$ cat config.mk
export PLATFORM = sky130hd
export DESIGN_NAME = aes_round_cell
export DESIGN_NICKNAME = d
export VERILOG_FILES = /design/src/rtl/aes_pkg.sv /design/src/rtl/aes_round_cell.sv
export SDC_FILE = /design/constraint.sdc
export NUM_CORES = 2
export LEC_CHECK = 0
export CORE_MARGIN = 3
export CORE_UTILIZATION = 30
export DETAILED_ROUTE_END_ITERATION = 8
export DONT_BUFFER_PORTS = 1
export PLACE_DENSITY_LB_ADDON = 0.1
export SYNTH_ARGS = -nofsm -noshare
export SYNTH_HDL_FRONTEND = slang
export SYNTH_SLANG_ARGS = --single-unit
$ cat constraint.sdc
create_clock -name aclk -period 4.14 [get_ports aclk]
set_input_delay 0.207 -clock aclk [delete_from_list [all_inputs] [get_ports aclk]]
set_output_delay 0.207 -clock aclk [all_outputs]
set_load 0.005 [all_outputs]
$ cat src/rtl/aes_pkg.sv
// AES-128 shared package: S-box, GF(2^8) helpers, round step functions.
// Used by every module of the block; no dependencies.
`default_nettype none
package aes_pkg;

    localparam int unsigned ROUNDS     = 10;
    localparam int unsigned DATA_W     = 128;
    localparam int unsigned HALF_W     = 64;
    localparam int unsigned CFG_IDX_W  = 1;
    localparam logic [CFG_IDX_W-1:0] REG_KEY_HIGH = 1'b0;
    localparam logic [CFG_IDX_W-1:0] REG_KEY_LOW  = 1'b1;

    typedef logic [DATA_W-1:0] block_t;

    typedef struct packed {
        logic   valid;
        block_t data;
    } stage_t;

    function automatic logic [7:0] sbox(input logic [7:0] x);
        logic [7:0] lut [256];
        lut = '{
        8'h63,8'h7c,8'h77,8'h7b,8'hf2,8'h6b,8'h6f,8'hc5,8'h30,8'h01,8'h67,8'h2b,8'hfe,8'hd7,8'hab,8'h76,
        8'hca,8'h82,8'hc9,8'h7d,8'hfa,8'h59,8'h47,8'hf0,8'had,8'hd4,8'ha2,8'haf,8'h9c,8'ha4,8'h72,8'hc0,
        8'hb7,8'hfd,8'h93,8'h26,8'h36,8'h3f,8'hf7,8'hcc,8'h34,8'ha5,8'he5,8'hf1,8'h71,8'hd8,8'h31,8'h15,
        8'h04,8'hc7,8'h23,8'hc3,8'h18,8'h96,8'h05,8'h9a,8'h07,8'h12,8'h80,8'he2,8'heb,8'h27,8'hb2,8'h75,
        8'h09,8'h83,8'h2c,8'h1a,8'h1b,8'h6e,8'h5a,8'ha0,8'h52,8'h3b,8'hd6,8'hb3,8'h29,8'he3,8'h2f,8'h84,
        8'h53,8'hd1,8'h00,8'hed,8'h20,8'hfc,8'hb1,8'h5b,8'h6a,8'hcb,8'hbe,8'h39,8'h4a,8'h4c,8'h58,8'hcf,
        8'hd0,8'hef,8'haa,8'hfb,8'h43,8'h4d,8'h33,8'h85,8'h45,8'hf9,8'h02,8'h7f,8'h50,8'h3c,8'h9f,8'ha8,
        8'h51,8'ha3,8'h40,8'h8f,8'h92,8'h9d,8'h38,8'hf5,8'hbc,8'hb6,8'hda,8'h21,8'h10,8'hff,8'hf3,8'hd2,
        8'hcd,8'h0c,8'h13,8'hec,8'h5f,8'h97,8'h44,8'h17,8'hc4,8'ha7,8'h7e,8'h3d,8'h64,8'h5d,8'h19,8'h73,
        8'h60,8'h81,8'h4f,8'hdc,8'h22,8'h2a,8'h90,8'h88,8'h46,8'hee,8'hb8,8'h14,8'hde,8'h5e,8'h0b,8'hdb,
        8'he0,8'h32,8'h3a,8'h0a,8'h49,8'h06,8'h24,8'h5c,8'hc2,8'hd3,8'hac,8'h62,8'h91,8'h95,8'he4,8'h79,
        8'he7,8'hc8,8'h37,8'h6d,8'h8d,8'hd5,8'h4e,8'ha9,8'h6c,8'h56,8'hf4,8'hea,8'h65,8'h7a,8'hae,8'h08,
        8'hba,8'h78,8'h25,8'h2e,8'h1c,8'ha6,8'hb4,8'hc6,8'he8,8'hdd,8'h74,8'h1f,8'h4b,8'hbd,8'h8b,8'h8a,
        8'h70,8'h3e,8'hb5,8'h66,8'h48,8'h03,8'hf6,8'h0e,8'h61,8'h35,8'h57,8'hb9,8'h86,8'hc1,8'h1d,8'h9e,
        8'he1,8'hf8,8'h98,8'h11,8'h69,8'hd9,8'h8e,8'h94,8'h9b,8'h1e,8'h87,8'he9,8'hce,8'h55,8'h28,8'hdf,
        8'h8c,8'ha1,8'h89,8'h0d,8'hbf,8'he6,8'h42,8'h68,8'h41,8'h99,8'h2d,8'h0f,8'hb0,8'h54,8'hbb,8'h16};
        return lut[x];
    endfunction

    // Round constant for round r (1..10)
    function automatic logic [7:0] rcon(input logic [3:0] r);
        logic [7:0] v;
        case (r)
            4'd1:    v = 8'h01;
            4'd2:    v = 8'h02;
            4'd3:    v = 8'h04;
            4'd4:    v = 8'h08;
            4'd5:    v = 8'h10;
            4'd6:    v = 8'h20;
            4'd7:    v = 8'h40;
            4'd8:    v = 8'h80;
            4'd9:    v = 8'h1b;
            4'd10:   v = 8'h36;
            default: v = 8'h00;
        endcase
        return v;
    endfunction

    function automatic logic [7:0] xtime(input logic [7:0] b);
        return {b[6:0], 1'b0} ^ (b[7] ? 8'h1b : 8'h00);
    endfunction

    // Byte n of a block, byte 0 in the top bits
    function automatic logic [7:0] get_byte(input block_t s, input int n);
        return s[DATA_W-1-8*n -: 8];
    endfunction

    // SubBytes plus ShiftRows
    function automatic block_t sub_shift(input block_t s);
        block_t t;
        for (int c = 0; c < 4; c++) begin
            for (int r = 0; r < 4; r++) begin
                t[DATA_W-1-8*(4*c+r) -: 8] = sbox(get_byte(s, 4*((c+r)%4)+r));
            end
        end
        return t;
    endfunction

    function automatic block_t mix_columns(input block_t s);
        block_t t;
        logic [7:0] a0, a1, a2, a3, al;
        for (int c = 0; c < 4; c++) begin
            a0 = get_byte(s, 4*c);
            a1 = get_byte(s, 4*c+1);
            a2 = get_byte(s, 4*c+2);
            a3 = get_byte(s, 4*c+3);
            al = a0 ^ a1 ^ a2 ^ a3;
            t[DATA_W-1-8*(4*c)   -: 8] = a0 ^ al ^ xtime(a0 ^ a1);
            t[DATA_W-1-8*(4*c+1) -: 8] = a1 ^ al ^ xtime(a1 ^ a2);
            t[DATA_W-1-8*(4*c+2) -: 8] = a2 ^ al ^ xtime(a2 ^ a3);
            t[DATA_W-1-8*(4*c+3) -: 8] = a3 ^ al ^ xtime(a3 ^ a0);
        end
        return t;
    endfunction

    // Next round key from the previous one
    function automatic block_t next_key(input block_t k, input logic [3:0] r);
        logic [31:0] w0, w1, w2, w3, t;
        w0 = k[127:96];
        w1 = k[95:64];
        w2 = k[63:32];
        w3 = k[31:0];
        t  = {sbox(w3[23:16]), sbox(w3[15:8]), sbox(w3[7:0]), sbox(w3[31:24])}
             ^ {rcon(r), 24'h0};
        w0 = w0 ^ t;
        w1 = w1 ^ w0;
        w2 = w2 ^ w1;
        w3 = w3 ^ w2;
        return {w0, w1, w2, w3};
    endfunction

endpackage
`default_nettype wire

$ cat src/rtl/aes_round_cell.sv
// One round cell: SubBytes, ShiftRows, optional MixColumns, AddRoundKey.
// Depends on aes_pkg.
`default_nettype none
module aes_round_cell #(
    parameter bit FINAL = 1'b0
) (
    input  wire              aclk,
    input  wire              aresetn,
    input  wire              advance,
    input  aes_pkg::stage_t  stage_in,
    input  aes_pkg::block_t  stage_key,
    output aes_pkg::stage_t  stage_out
);
    aes_pkg::stage_t stage_reg;
    aes_pkg::block_t mixed;

    // Round transform
    always_comb begin
        if (FINAL) begin
            mixed = aes_pkg::sub_shift(stage_in.data);
        end else begin
            mixed = aes_pkg::mix_columns(aes_pkg::sub_shift(stage_in.data));
        end
    end

    // Advance when the row moves; hold otherwise
    always_ff @(posedge aclk) begin
        if (!aresetn) begin
            stage_reg.valid <= 1'b0;
        end else if (advance) begin
            stage_reg.valid <= stage_in.valid;
        end
        if (advance) begin
            stage_reg.data <= mixed ^ stage_key;
        end
    end

    assign stage_out = stage_reg;
endmodule
`default_nettype wire

==> impl_results.md <==
- Post-synthesis adder-cell area fraction: 4.638%
- Drt first pass iters: 9
- Final min period: 3.746 ns
- RSZ-0062 raised after global routing: false
- Die area: 214,300 um^2
- Crit Path Max Fanout: 24
- Commonest non-fill, non-tap cell in the layout: o21ai_0
- Die Y: 463.0 um
- Total track usage: 29.21%
- Synth-to-layout area growth: 2.351%
- Post-DP HPWL: 237,000 um
- Hold Crit Class: in2reg
- Largest net degree at the start of global routing: 159
- Setup tns final: 0 ns
- Vias in the first global route: 68,390
- Crit path to: stage_out[54]
- Sequential area share after synthesis: 6.168%
- Vias per cell: 6.815
- Power Density: 231.2 nW/um^2
- Largest family of logic cells by synthesized area: compound AO/OA/AOI/OAI gates
- Netlist cell types: 136
- CTS H-tree lvls: 4
- CTS sink count: 129
- Grt met3 use: 5.536%
- Worst Setup SP: stage_in[16]
- Placer Congestion: 0.9763
- Initial DRC Count: 13,160
- Asr flop ratio synth: 0%
- Post-DRT Antenna Nets: 0
- Clock transition at path regs: 0.06 ns
- Num ports: 389
- Compound-Gate Fraction of Synth Area: 38.83%
- Initial antenna violation count: 6
- Final non-filler cell total: 11,110
- Util after Layout: 30.93%
- DP Area: 63,370 um^2
- Most crowded layer after global routing: met2
- Ratio of cells with drive above 1 in the final layout: 9.842%
- Net Count, Synth: 9,535
- Most frequent cells in the layout: o21ai_0 (763), a21oi_1 (698), nand2_1 (663)
- Met1 Use GR: 39.95%
- Num rows: 167
- Max-Cap Viols: 0
- Yosys top cell by area: edfxtp_1
- Initial Util: 30.22%
- CTS Buf Count: 17
- Mapped Area: 62,640 um^2
- Fin. max-slew vios: 0
- EDFF count, synth: 128
- DP Cell Count: 11,060
- Die width: 463.0 um
- Crit share post-route: 90.49%
- Required @ worst endpoint: 4.37 ns
- Final setup margin: 0.3937 ns
- CP endpoint kind: flop
- R2R Path End: stage_out[128]
- Status: complete, but fails checks
- CP arrival: 3.98 ns
- Synth area leaders: edfxtp_1 (6.1%), o21ai_0 (6.1%), mux4_2 (5.9%)
- CTS max path bufs: 2
- Count of yosys warnings during synthesis: 0
- Pre-CTS setup slack: -0.02949 ns
- Syn Inst Count: 9,046
- Core footprint: 207,300 um^2
- Worst slew margin: 27.69%
- Worst VDD drop: 0.3275 mV
- R2R cell count: 3
- Most used DFF post-synth: edfxtp_1
- Overflow after GRT: 0
- Seq cells post-synth: 129
- Leakage: 21.38 nW
- Routed WL per cell: 30.21 um
- Insertion delay to the later sink of the worst-skew pair: 0.48 ns
- Worst reg2reg setup slack: 2.91 ns
- Via count: 75,690
- Post-Layout Inst Area: 64,110 um^2
- Critical path class: in2reg
- Avg Cell Area, Syn: 6.925 um^2
- Post-synth top area share: 6.136%
- Crit Reg-Reg Startpoint: stage_out[128]
- Post-Synth Simple-Gate Area: 24.12%
- GR Util met2: 45.26%
- Final layout net count: 8,787
- Routed WL: 335,500 um
- Fmax: 0.2669 GHz
- Global-route wire length before repair: 488,900 um
- Failing checks: design-rule violations
- Number of post-CTS setup repair buffers: 0
- CTS tree: yes
- CTS root buffer: clkbuf_16
- Startpoint types: input port
- Largest register FFs: 129
- Synth Area in XOR/XNOR: 8.946%
- Fin Clk Skew: 0 ns
- Mux contribution to synthesized area: 7.842%
- Worst-margin pin slew: 1.068 ns
- DRC Markers: 6
- Hold violation total from the final report: 0
- Setup violators final: 0
- I/O Buffers: 0
## what timing repair did
| action | CTS | global route |
|---|---|---|
| resized for setup | 0 | 0 |
| endpoints found under the hold margin | 132 | 0 |
| hold buffers | 7 | 0 |
## worst min-delay path by stage
stage | from | to | slack [ns] | depth (start not counted)
final | stage_key[7] | stage_out[7] | 0.07 | 2
after global routing | stage_key[7] | stage_out[7] | 0.06 | 2
after CTS | stage_key[101] | stage_out[101] | 0.03 | 2
after detailed placement | advance | stage_out[114] | 0.33 | 0
after global placement | advance | stage_out[98] | 0.33 | 0
after floorplan | advance | stage_out[0] | 0.32 | 0
## where the power goes
group | leakage (nW) | internal, mW | switching (mW)
clock | 0.304 | 1.06 | 0.721
combinational | 19.8 | 4.21 | 5.68
sequential | 1.26 | 2.45 | 0.701
total | 21.4 | 7.72 | 7.10
## through the flow
| stage | hold slack, ns | total power, mW |
|---|---|---|
| CTS | 0.02530 | 14.72 |
| detailed placement | 0.3267 | 12.85 |
| finish | 0.07090 | 14.82 |
| floorplan | 0.3195 | 10.42 |
| global route | 0.06126 | 15.56 |
| global placement | 0.3296 | 12.97 |
## logic make-up after synthesis
family / after synthesis
flip-flops: 129
buffers and inverters: 1273
adder cells (fa/ha/maj): 233
AND/OR/NAND/NOR: 3039
multiplexers: 278
AO/OA/AOI/OAI: 3506
XOR/XNOR: 588
## worst max-delay path: stages
cell and delay, ns:
inv_1 0.11, ha_1 0.53, nor2b_1 0.61, nor3_1 0.10, o311ai_0 0.68, o211ai_1 0.24, a31oi_1 0.58, xnor2_1 0.28
xnor3_1 0.48, xnor2_1 0.13
## synth_stat cells, drive strengths merged, types with 74 or more instances
cell type / number
nor2b: 266
inv: 137
ha: 229
a31oi: 238
nor3: 360
nand3: 321
a221oi: 87
a311oi: 171
xor2: 149
and2: 101
mux4: 164
nand2b: 294
o31ai: 102
edfxtp: 128
mux2i: 81
o211ai: 206
clkbuf: 519
a211oi: 209
buf: 591
or2: 85
o221ai: 78
nand2: 664
and3: 74
o21ai: 781
o311ai: 210
a21oi: 702
xnor2: 436
nor2: 661
## per-layer routing
layer / share of wire [%] / wire length, um / up-vias
li1: - / - / 32880
met1: 40 / 135600 / 36740
met2: 44 / 147900 / 5323
met3: 11 / 36860 / 746
met4: 4.5 / 15120 / 2
met5: 0.0036 / 12 / -
## cell type report
class | count | area, um^2
Clock buffer | 17 | 425.4
Fill cell | 22910 | 143200
Antenna cell | 7 | 17.52
Sequential cell | 129 | 3864
Multi-Input combinational cell | 7644 | 52860
Timing Repair Buffer | 343 | 2635
Tap cell | 2788 | 3488
Clock inverter | 15 | 216.5
Inverter | 163 | 611.8
(Power assumes the default switching activity.)
